## config.mk

```make
export PLATFORM = sky130hd
export DESIGN_NAME = clock_digit_column_renderer
export DESIGN_NICKNAME = d
export VERILOG_FILES = /design/src/rtl/ccr_pkg.sv /design/src/rtl/ccr_bcd.sv /design/src/rtl/clock_digit_column_renderer.sv
export SDC_FILE = /design/constraint.sdc
export NUM_CORES = 1
export LEC_CHECK = 0
export ABC_AREA = 0
export ABC_CLOCK_PERIOD_IN_PS = 15100
export BUFFER_PORTS_ARGS = -buffer_cell sky130_fd_sc_hd__clkbuf_2
export CAP_MARGIN = 15
export CORE_MARGIN = 1.5
export CORE_UTILIZATION = 44
export DETAILED_ROUTE_END_ITERATION = 10
export MAX_ROUTING_LAYER = met4
export SETUP_SLACK_MARGIN = 0.3
export SLEW_MARGIN = 30
export SYNTH_ARGS = -nofsm -noshare
export SYNTH_HDL_FRONTEND = slang
export SYNTH_HIERARCHICAL = 1
export SYNTH_SLANG_ARGS = --single-unit
```

## constraint.sdc

```tcl
create_clock -name i_clk -period 15.1 [get_ports i_clk]
set_input_delay 3.775 -clock i_clk [delete_from_list [all_inputs] [get_ports i_clk]]
set_output_delay 3.775 -clock i_clk [all_outputs]
set_load 0.02 [all_outputs]
```

## src/rtl/ccr_pkg.sv

```systemverilog
// Shared types, constants and glyph tables of the clock digit column renderer.
`default_nettype none

package ccr_pkg;

    localparam int BIN_W      = 16;
    localparam int BCD_DIGITS = 5;

    typedef logic [3:0] t_digit;
    typedef logic [BCD_DIGITS-1:0][3:0] t_bcd;

    typedef struct packed {
        logic done;
        t_bcd digits;
    } t_bcd_rsp;

    typedef enum logic [1:0] {
        ST_IDLE,
        ST_CONV,
        ST_EMIT
    } t_state;

    localparam t_digit     DIGIT_BLANK = 4'd10;
    localparam logic [7:0] LAST_SAME   = 8'd255;
    localparam logic [7:0] PLACE_MAX   = 8'd5;
    localparam logic [2:0] BIG_PLACES  = 3'd4;
    localparam logic [2:0] BIG_TOP     = 3'd3;
    localparam logic [2:0] BIG_W_M1    = 3'd4;
    localparam logic [2:0] SMALL_W_M1  = 3'd2;

    localparam logic [7:0] BIG_GLYPH [0:49] = '{
        8'h7E, 8'hFF, 8'h81, 8'hFF, 8'h7E,
        8'h00, 8'h04, 8'hFE, 8'hFF, 8'h00,
        8'hC2, 8'hE1, 8'hB1, 8'h9F, 8'h8E,
        8'h49, 8'h8D, 8'h8F, 8'hFB, 8'h71,
        8'h38, 8'h24, 8'hFE, 8'hFF, 8'h20,
        8'h4F, 8'h8F, 8'h89, 8'hF9, 8'h71,
        8'h7E, 8'hFF, 8'h89, 8'hF9, 8'h70,
        8'h01, 8'hF1, 8'hF9, 8'h0F, 8'h07,
        8'h76, 8'hFF, 8'h89, 8'hFF, 8'h76,
        8'h0E, 8'h9F, 8'h91, 8'hFF, 8'h7E
    };

    localparam logic [7:0] SMALL_GLYPH [0:29] = '{
        8'hF8, 8'h88, 8'hF8,
        8'h10, 8'hF8, 8'h00,
        8'hE8, 8'hA8, 8'hB8,
        8'h88, 8'hA8, 8'hF8,
        8'h70, 8'h40, 8'hF8,
        8'hB8, 8'hA8, 8'hE8,
        8'hF8, 8'hA8, 8'hE8,
        8'h08, 8'h08, 8'hF8,
        8'hF8, 8'hA8, 8'hF8,
        8'hB8, 8'hA8, 8'hF8
    };

    function automatic logic [7:0] big_col(input t_digit d, input logic [2:0] j);
        logic [5:0] idx;
        idx = 6'(d) * 6'd5 + 6'(j);
        if (d > 4'd9) return 8'h00;
        return BIG_GLYPH[idx];
    endfunction

    function automatic logic [7:0] small_col(input t_digit d, input logic [2:0] j);
        logic [4:0] idx;
        idx = 5'(d) * 5'd3 + 5'(j);
        if (d > 4'd9) return 8'h00;
        return SMALL_GLYPH[idx];
    endfunction

    // First strip column of each digit place.
    function automatic logic [4:0] place_start(input logic [2:0] p);
        logic [4:0] s;
        case (p)
            3'd0:    s = 5'd0;
            3'd1:    s = 5'd6;
            3'd2:    s = 5'd13;
            3'd3:    s = 5'd19;
            3'd4:    s = 5'd25;
            default: s = 5'd29;
        endcase
        return s;
    endfunction

endpackage

`default_nettype wire

```

## src/rtl/ccr_bcd.sv

```systemverilog
// Iterative binary to BCD converter: one add-3 and shift step per cycle.
`default_nettype none

module ccr_bcd (
    input  wire logic                      i_clk,
    input  wire logic                      i_rst_n,
    input  wire logic                      i_start,
    input  wire logic [ccr_pkg::BIN_W-1:0] i_number,
    output ccr_pkg::t_bcd_rsp              o_rsp
);
    import ccr_pkg::*;

    localparam int SR_W = BCD_DIGITS * 4 + BIN_W;

    logic [SR_W-1:0] r_sr;
    logic [SR_W-1:0] n_sr;
    logic [3:0]      r_cnt;
    logic            r_busy;
    logic            r_done;

    // Correct every BCD digit that would overflow on the next doubling.
    always_comb begin
        n_sr = r_sr;
        for (int i = 0; i < BCD_DIGITS; i++) begin
            if (r_sr[BIN_W + 4*i +: 4] >= 4'd5) begin
                n_sr[BIN_W + 4*i +: 4] = r_sr[BIN_W + 4*i +: 4] + 4'd3;
            end
        end
    end

    always_ff @(posedge i_clk) begin
        if (!i_rst_n) begin
            r_busy <= 1'b0;
            r_done <= 1'b0;
            r_cnt  <= '0;
        end else begin
            r_done <= 1'b0;
            if (i_start) begin
                r_busy <= 1'b1;
                r_cnt  <= 4'(BIN_W - 1);
            end else if (r_busy) begin
                r_cnt <= r_cnt - 4'd1;
                if (r_cnt == 4'd0) begin
                    r_busy <= 1'b0;
                    r_done <= 1'b1;
                end
            end
        end
    end

    always_ff @(posedge i_clk) begin
        if (i_start) begin
            r_sr <= {{(BCD_DIGITS*4){1'b0}}, i_number};
        end else if (r_busy) begin
            r_sr <= {n_sr[SR_W-2:0], 1'b0};
        end
    end

    assign o_rsp.done   = r_done;
    assign o_rsp.digits = r_sr[SR_W-1:BIN_W];

endmodule

`default_nettype wire

```

## src/rtl/clock_digit_column_renderer.sv

```systemverilog
// Top level: request decode, column sequencer and registered column output.
// A number request first passes through the shift-add BCD converter, then emits one
// column per cycle while the output is not stalled; a blank request skips conversion.
// N, the column count of a request, is up to 26; a request with a bad range is
// accepted but emits no columns.
// Synchronous active-low reset returns the sequencer to idle with no result pending.
`default_nettype none

module clock_digit_column_renderer #(
    parameter int MODULE_COUNT = 4,
    parameter int DIGIT_COUNT  = 6
) (
    input  wire logic                      i_clk,
    input  wire logic                      i_rst_n,
    input  wire logic                      i_in_valid,
    output logic                           o_in_stall,
    input  wire logic                      i_operation,
    input  wire logic [ccr_pkg::BIN_W-1:0] i_number,
    input  wire logic [2:0]                i_first_position,
    input  wire logic [7:0]                i_last_position,
    input  wire logic                      i_leading_zeros,
    output logic                           o_out_valid,
    input  wire logic                      i_out_stall,
    output logic [2:0]                     o_module_index,
    output logic [2:0]                     o_column_index,
    output logic [7:0]                     o_column_pattern,
    output logic                           o_last_column
);
    import ccr_pkg::*;

    localparam bit WIDE = (MODULE_COUNT > 3) && (DIGIT_COUNT >= 6);

    t_state     r_state;
    t_state     n_state;
    logic       r_op;
    logic       r_zeros;
    logic [2:0] r_top;
    logic [2:0] r_last;
    logic [2:0] r_place;
    logic [2:0] r_col;

    logic       r_out_valid;
    logic [2:0] r_module;
    logic [2:0] r_column;
    logic [7:0] r_pattern;
    logic       r_last_col;

    t_bcd_rsp   bcd_rsp;
    logic       bcd_start;
    logic       accept;
    logic       step;

    logic [7:0] last_res;
    logic [2:0] top_res;
    logic       range_ok;

    logic [2:0] k;
    logic [4:0] nz;
    logic       sig;
    t_digit     digit;
    logic [2:0] width_m1;
    logic [4:0] strip_col;
    logic [7:0] pattern;
    logic       is_last;

    ccr_bcd u_bcd (
        .i_clk    (i_clk),
        .i_rst_n  (i_rst_n),
        .i_start  (bcd_start),
        .i_number (i_number),
        .o_rsp    (bcd_rsp)
    );

    // Request decode: resolve the last place, clip to the big places on narrow strips and check the range.
    always_comb begin
        last_res = (i_last_position == LAST_SAME) ? {5'd0, i_first_position} : i_last_position;
        top_res  = (!WIDE && last_res[2:0] > BIG_TOP) ? BIG_TOP : last_res[2:0];
        range_ok = (last_res <= PLACE_MAX) && ({5'd0, i_first_position} <= last_res)
                   && (i_first_position <= top_res);
    end

    // Digit of the current place and its glyph column.
    always_comb begin
        k = r_last - r_place;
        for (int i = 0; i < BCD_DIGITS; i++) begin
            nz[i] = (bcd_rsp.digits[i] != 4'd0);
        end
        case (k)
            3'd1:    sig = |nz[4:1];
            3'd2:    sig = |nz[4:2];
            3'd3:    sig = |nz[4:3];
            3'd4:    sig = nz[4];
            default: sig = 1'b0;
        endcase
        if (r_op) begin
            digit = DIGIT_BLANK;
        end else if (k == 3'd0) begin
            digit = bcd_rsp.digits[0];
        end else if (sig) begin
            digit = bcd_rsp.digits[k[2:0] < 3'd5 ? k : 3'd0];
        end else begin
            digit = r_zeros ? 4'd0 : DIGIT_BLANK;
        end
        width_m1  = (r_place < BIG_PLACES) ? BIG_W_M1 : SMALL_W_M1;
        strip_col = place_start(r_place) + {2'd0, r_col};
        pattern   = (r_place < BIG_PLACES) ? big_col(digit, r_col) : small_col(digit, r_col);
        is_last   = (r_place == r_top) && (r_col == width_m1);
    end

    // Next state.
    always_comb begin
        n_state = r_state;
        unique case (r_state)
            ST_IDLE: begin
                if (i_in_valid && range_ok) begin
                    n_state = i_operation ? ST_EMIT : ST_CONV;
                end
            end
            ST_CONV: begin
                if (bcd_rsp.done) n_state = ST_EMIT;
            end
            ST_EMIT: begin
                if (step && is_last) n_state = ST_IDLE;
            end
            default: n_state = ST_IDLE;
        endcase
    end

    // State outputs.
    always_comb begin
        o_in_stall = 1'b1;
        bcd_start  = 1'b0;
        step       = 1'b0;
        unique case (r_state)
            ST_IDLE: begin
                o_in_stall = 1'b0;
                bcd_start  = i_in_valid && range_ok && !i_operation;
            end
            ST_CONV: begin
            end
            ST_EMIT: begin
                step = !r_out_valid || !i_out_stall;
            end
            default: begin
            end
        endcase
    end

    assign accept = i_in_valid && !o_in_stall;

    always_ff @(posedge i_clk) begin
        if (!i_rst_n) begin
            r_state     <= ST_IDLE;
            r_out_valid <= 1'b0;
        end else begin
            r_state <= n_state;
            if (step) begin
                r_out_valid <= 1'b1;
            end else if (!i_out_stall) begin
                r_out_valid <= 1'b0;
            end
        end
    end

    always_ff @(posedge i_clk) begin
        if (accept) begin
            r_op    <= i_operation;
            r_zeros <= i_leading_zeros;
            r_top   <= top_res;
            r_last  <= last_res[2:0];
            r_place <= i_first_position;
            r_col   <= 3'd0;
        end else if (step) begin
            if (r_col == width_m1) begin
                r_col   <= 3'd0;
                r_place <= r_place + 3'd1;
            end else begin
                r_col <= r_col + 3'd1;
            end
        end
        if (step) begin
            r_module   <= {1'b0, strip_col[4:3]};
            r_column   <= ~strip_col[2:0];
            r_pattern  <= pattern;
            r_last_col <= is_last;
        end
    end

    assign o_out_valid      = r_out_valid;
    assign o_module_index   = r_module;
    assign o_column_index   = r_column;
    assign o_column_pattern = r_pattern;
    assign o_last_column    = r_last_col;

endmodule

`default_nettype wire

```

==> flow_summary.toml, run 1 <==
[clock_network]
root_buffer = "clkbuf_16"
clock_path_buffers = 2
clock_latency_ns = 0.34
htree_levels = 3
hold_buffers = 0
clock_sinks = 70
cts_resized = 0
path_clk_slew_ns = 0.06
tritoncts = "built"
postCtsSetupBuffers = 0
numCtsBuffers = 9

[power_and_ir_drop]
ir_drop_mv = 0.0662
power_switching_share_pct = 42.5
power_density_nw_per_um2 = 143
comb_power_share_pct = 50.9
switching_power_mw = 0.384
power_leakage_nw = 2.61
pwr-share-clk_pct = 22.8
power.internal_mw = 0.521
pwr-share-seq_pct = 26.3

[synthesis]
ys_top_cells_by_count = "a21oi_1, ha_1, inv_1"
postSynthAreaPerCell_sq_um = 8.93
ys_seq_area_share_pct = 31.7
yosys_warnings = 6
synth-seq-cells = 70
synth.cell_area_sq_um = 5630
syn_inst = 630
dominantRegCellSynth = "edfxtp_1"
synth_top_area_share_pct = 20.3
syn-num-nets = 720
ys_async_sr_fraction_pct = 0
synth_cell_types = 72
yosys.area.top_type = "edfxtp_1"
synth-edff-count = 38
ys_top_cells_by_area = "edfxtp_1, ha_1, dfxtp_1, a21oi_1, o21ai_0"

[layout]
finish.instance_area_sq_um = 6310
seqCellArea_sq_um = 1780
multiInputGateArea_sq_um = 3530
n_antenna_cell = 0
area_delta_synth_final_pct = 12.1
fin_nets = 753
fillers = 1194
drive_gt1_share_pct = 18.3

[sta]
rsz0062_at_grt = "no"
tightest_slew_ns = 0.927
setup_violations = 0
finalSetupTns_ns = 0
fmax_ghz = 0.153
min_period_ns = 6.53
period_share_pct = 43.3
slew_violations = 0
hold_viol_final = 0
skew_ns = 0.00646
slew-limit-headroom_pct = 38.0

[critical_path]
worstPathMaxFanout = 25
crit_path_start_kind = "input pin"
crit_type = "in -> reg"
required_ns = 15.10
endpoint_kind = "register"
cp.arrival_ns = 6.54

[global_routing]
grt_pass1_vias = 4493
antenna_found_initial = 0
grt_pass1_wl_mm = 20.6
gr-total-overflow = 0
grtUsageTotal_pct = 19.7
grt_max_degree = 50

[outcome]
outcome = "completed"

[min_path]
hp-class = "reg -> reg"

[flow_run]
drv_cap = 0

[routing]
drtAntennaViolNets = 0
drcViolationCount = 0
vias = 4655
drt-pass1-iter-count = 4
drt_iter0_drc = 272
routed_wl_mm = 12.0
wl_per_cell_um = 14.3
viasPerCell = 5.54

[floorplan]
die_area_sq_um = 13500
dieHeight_um = 116
core_sq_um = 12600
dieWidth_um = 116
initial_core_util_pct = 44.8
num_rows = 41
pin_count = 50

[place]
io_buffers = 48
place_area_sq_um = 6010
hpwl_mm = 8.77
gp_congestion = 0.908
-- cells by family (layout without fill, tap and decap cells) --
family / count (synthesis) / in the layout / synth area share, %
simple gates: 175 / 175 / 15.1
flops: 70 / 70 / 31.7
mux: 33 / 33 / 7.16
fa+ha+maj: 57 / 57 / 13.3
buf+inv: 84 / 122 / 6.03
xor+xnor: 25 / 25 / 4.32
other cells: 1 / 1 / 0.0667
compound gates: 185 / 185 / 22.3
-- state kept, by name, indices dropped and copies added (netlist names) --
name,flops
o_last_column,1
r_op,1
u_bcd/r_sr,36
u_bcd/r_busy,1
o_module_index,2
u_bcd/r_done,1
r_col,3
o_column_index,3
r_last,3
r_state,2
o_column_pattern,8
r_zeros,1
u_bcd/r_cnt,4
r_place,3
o_out_valid,1
-- layout make-up --
type / count / area share (%)
clock buffer: 9 / 3.57
tap: 172 / 3.41
sequential: 70 / 28.2
multi-input combinational: 476 / 55.9
timing repair buffer: 53 / 4.72
clock inverter: 7 / 0.992
inverter: 53 / 3.15
-- final timing paths --
path | from | endpoint | slack, ns | cells after the start
max | i_last_position[7] | u_bcd/r_sr[0] | 8.57 | 13
min | o_out_valid | o_out_valid | 0.49 | 2
max reg2reg | r_place[0] | o_column_pattern[4] | 8.86 | 20
min reg2reg | o_out_valid | o_out_valid | 0.49 | 2
-- metrics by stage --
step	setup WS, ns	power (mW)	hold slack, ns	cells	util [%]
6_report	8.57	0.905	0.494	840	50.2
5_1_grt	8.24	0.977	0.529	840	50.2
4_1_cts	8.54	0.906	0.503	840	50.1
3_5_place_dp	8.17	0.695	0.492	824	47.8
3_3_place_gp	8.11	0.687	0.478	823	47.6
2_1_floorplan	8.88	0.603	0.454	630	-
-- power by group through the flow --
stage / Sequential [mW] / Clock, mW / Combinational (mW)
after floorplan: 0.234 / 0 / 0.369
final: 0.238 / 0.206 / 0.461
after CTS: 0.238 / 0.212 / 0.456
after global placement: 0.241 / 0 / 0.445
after detailed placement: 0.242 / 0 / 0.453
after global routing: 0.241 / 0.220 / 0.516
-- metal layers --
metal  vias to the layer above  track usage [%]  part of all wire [%]
li1                       2375                -                     -
met1                      2184             24.1                    47
met2                        85             33.1                    48
met3                        11             3.50                   3.0
met4                         0             6.18                   1.2
met5                         -                -                     0
-- placed cells by master, fill, tap and decap left out, drive strengths merged, types with 3 or more instances in the layout --
cell type,count
o21a,3
a21boi,3
a311oi,8
or4,4
nand4,7
nor3,15
xor2,9
nor2b,7
xnor2,15
ha,52
o22a,4
or3,4
clkbuf,57
nand2b,11
fa,5
or2,3
o32ai,6
o22ai,10
nor2,49
a21oi,52
a31oi,4
o211ai,8
a21bo,4
or4b,3
a2111oi,3
o21ai,50
mux4,4
a211oi,3
mux2i,11
mux2,18
inv,58
buf,5
nand3,16
edfxtp,38
nand2,47
a21o,8
dfxtp,32
-- critical path: stages --
cell and delay [ns]:
clkbuf_2 0.09, nand4_1 0.08, nor2_1 0.19, nand2_1 0.07
o21ai_0 0.29, ha_1 0.31, o21a_1 0.11, o21ai_0 0.14
o2111a_1 0.22, nand2b_1 0.11, nor2_4 0.52, buf_16 0.24
or2_2 0.37
Note: power is estimated with default switching activity, not from simulation.
==> inputs of run 2 (changes only) <==
--- a/config.mk
+++ b/config.mk
@@ -5,8 +5,8 @@
 export SDC_FILE = /design/constraint.sdc
 export NUM_CORES = 1
 export LEC_CHECK = 0
-export ABC_AREA = 0
-export ABC_CLOCK_PERIOD_IN_PS = 15100
+export ABC_AREA = 1
+export ABC_CLOCK_PERIOD_IN_PS = 6200
 export BUFFER_PORTS_ARGS = -buffer_cell sky130_fd_sc_hd__clkbuf_2
 export CAP_MARGIN = 15
 export CORE_MARGIN = 1.5
==> constraint.sdc (replaced) <==
create_clock -name i_clk -period 6.2 [get_ports i_clk]
set_input_delay 1.55 -clock i_clk [delete_from_list [all_inputs] [get_ports i_clk]]
set_output_delay 1.55 -clock i_clk [all_outputs]
set_load 0.02 [all_outputs]
==> flow_summary.toml, run 2 <==
[global_routing]
grt_use_met3_pct = 2.85
antenna_found_initial = 0
grt_max_degree = 23
grt_pass1_wl_mm = 21.7
grt.busiest_layer = "met2"
gr-total-overflow = 0
grtUsageTotal_pct = 21.2
use_met1_pct = 26.6
grt_pass1_vias = 4763
met2_usage_pct = 34.0

[critical_path]
required_ns = 6.30
endpoint_kind = "register"
crit_start = "r_place[0]"
worstPathMaxFanout = 8
reg2regPathDepth = 25
crit_type = "reg -> reg"
worst_r2r_endpoint = "o_column_pattern[6]"
cp.arrival_ns = 5.29
crit_path_start_kind = "register"
critPathCapture = "o_column_pattern[6]"
r2r_slack_ns = 1.01
r2r-start = "r_place[0]"

[layout]
seqCellArea_sq_um = 1780
top_register = "u_bcd/r_sr"
layout_common_cells = "nand2_1, inv_1, nand3_1"
drive_gt1_share_pct = 14.0
n_antenna_cell = 0
layout_commonest_cell = "nand2_1"
multiInputGateArea_sq_um = 3270
fin_nets = 892
area_delta_synth_final_pct = 12.8
largest_register_ffs = 36
fillers = 1167

[routing]
drtAntennaViolNets = 0
viasPerCell = 5.14
vias = 5013
drcViolationCount = 0
wl_per_cell_um = 12.8
drt-pass1-iter-count = 7
drt_iter0_drc = 505
routed_wl_mm = 12.5

[sta]
min_period_ns = 5.19
period_share_pct = 83.7
hold_viol_final = 0
skew_ns = 0.00894
rsz0062_at_grt = "no"
tightest_slew_ns = 0.768
finalSetupTns_ns = 0
setup_violations = 0
slew_violations = 0
slew-limit-headroom_pct = 48.3
fmax_ghz = 0.193

[floorplan]
core_sq_um = 12200
num_rows = 40
dieWidth_um = 115
initial_core_util_pct = 45.5
die_area_sq_um = 13300
dieHeight_um = 115
pin_count = 50

[clock_network]
postCtsSetupBuffers = 0
htree_levels = 3
numCtsBuffers = 9
tritoncts = "built"
clock_sinks = 70
root_buffer = "clkbuf_16"
cts_resized = 0
path_clk_slew_ns = 0.06
clock_path_buffers = 2
hold_buffers = 0
clock_latency_ns = 0.34

[synthesis]
ys_top_cells_by_count = "nand2_1, inv_1, nand3_1"
yosys_warnings = 6
synth_cell_types = 50
synth-seq-cells = 70
synth-edff-count = 38
postSynthAreaPerCell_sq_um = 7.33
dominantRegCellSynth = "edfxtp_1"
syn-num-nets = 845
ys_async_sr_fraction_pct = 0
yosysMostFrequentCell = "nand2_1"
synth_top_area_share_pct = 20.6
yosys.area.top_type = "edfxtp_1"
synth.cell_area_sq_um = 5540
ys_top_cells_by_area = "edfxtp_1, nand2_1, ha_1, dfxtp_1, inv_1"
syn_inst = 755
ys_seq_area_share_pct = 32.2

[min_path]
hp-class = "reg -> reg"
min-delay-start = "u_bcd/r_sr[15]"

[place]
gp_congestion = 0.912
io_buffers = 48
hpwl_mm = 9.63

[power_and_ir_drop]
ir_drop_mv = 0.157
power_leakage_nw = 3.06
power_density_nw_per_um2 = 227
total_power_mw = 1.42

[outcome]
outcome = "completed"

[flow_run]
drv_cap = 0
==> run 2: cell count changes after synthesis, sizes merged, moves of 11 or more <==
cell    previous run  this run
nand2b            11         0
mux2              18         0
a21oi             52        36
inv               53       106
mux2i             11         0
xnor2             15         4
nand3             16        73
nand2             47       239
==> run 2: per-layer routing <==
layer | part of all wire (%) | routed length [um]
met1 | 46 | 5700
met2 | 47 | 5900
met3 | 4.9 | 616
met4 | 2.4 | 297
met5 | 0 | 0
==> run 2: logic make-up (layout without fill, tap and decap cells) <==
family	count (synthesis)	count (layout)	share of synthesized area, %
and+or+nand+nor	381	381	31.8
buffers and inverters	122	174	8.90
AOI/OAI and AO/OA	114	114	11.9
DFF	70	70	32.2
adders and majority gates	57	57	13.6
xor gates and xnor gates	10	10	1.58
other	1	1	0.0677
==> run 2: worst min-delay path by stage <==
stage	to	slack, ns	cells after the start
after CTS	u_bcd/r_sr[16]	0.46	2
after detailed placement	u_bcd/r_sr[16]	0.45	2
final	u_bcd/r_sr[16]	0.46	2
after global routing	u_bcd/r_sr[16]	0.50	2
after global placement	u_bcd/r_sr[16]	0.44	2
after floorplan	u_bcd/r_sr[16]	0.42	2
==> run 2: area by class of cell <==
cell class                      count  share of cell area [%]
Multi-Input combinational cell    563                    52.3
Sequential cell                    70                    28.5
Inverter                          107                    6.43
Timing Repair Buffer               51                    4.21
Clock buffer                       10                    3.67
Tap cell                          168                    3.37
Clock inverter                      6                    1.50
==> run 2: report_power, final <==
| part | switching (mW) | internal (mW) | leakage, nW | total (mW) |
|---|---|---|---|---|
| clock network | 0.209 | 0.356 | 0.154 | 0.564 |
| registers | 0.00417 | 0.497 | 0.604 | 0.501 |
| logic | 0.232 | 0.122 | 2.30 | 0.354 |
| total | 0.444 | 0.975 | 3.06 | 1.42 |
==> run 2: critical path, stage by stage, from the launching register on <==
cell and delay (ns):
edfxtp_1 0.42, ha_1 0.17, inv_1 0.05, fa_1 0.68, nor2_4 0.08, inv_1 0.15, nand2_1 0.09, nand2_2 0.08
nand2_4 0.07, a31o_2 0.21, o21ai_0 0.13, nand2_1 0.07, nand3_1 0.19, inv_1 0.12, ha_1 0.31, ha_1 0.29
ha_1 0.17, inv_1 0.06, fa_1 0.37, xor2_1 0.42, inv_1 0.25, nor2_1 0.16, a21oi_2 0.05, or2_1 0.21
nand3_1 0.09, nand2_1 0.05
==> run 2: stage by stage <==
stage | area [sq um] | setup WS, ns | hold slack, ns | util (%) | std cells
floorplan | 5540 | 1.56 | 0.422 | - | 755
detailed placement | 5920 | 1.03 | 0.448 | 48.7 | 959
global route | 6250 | 0.557 | 0.499 | 51.4 | 975
global placement | 5920 | 1.16 | 0.440 | 48.7 | 959
finish | 6250 | 1.01 | 0.455 | 51.4 | 975
CTS | 6250 | 1.02 | 0.462 | 51.4 | 975
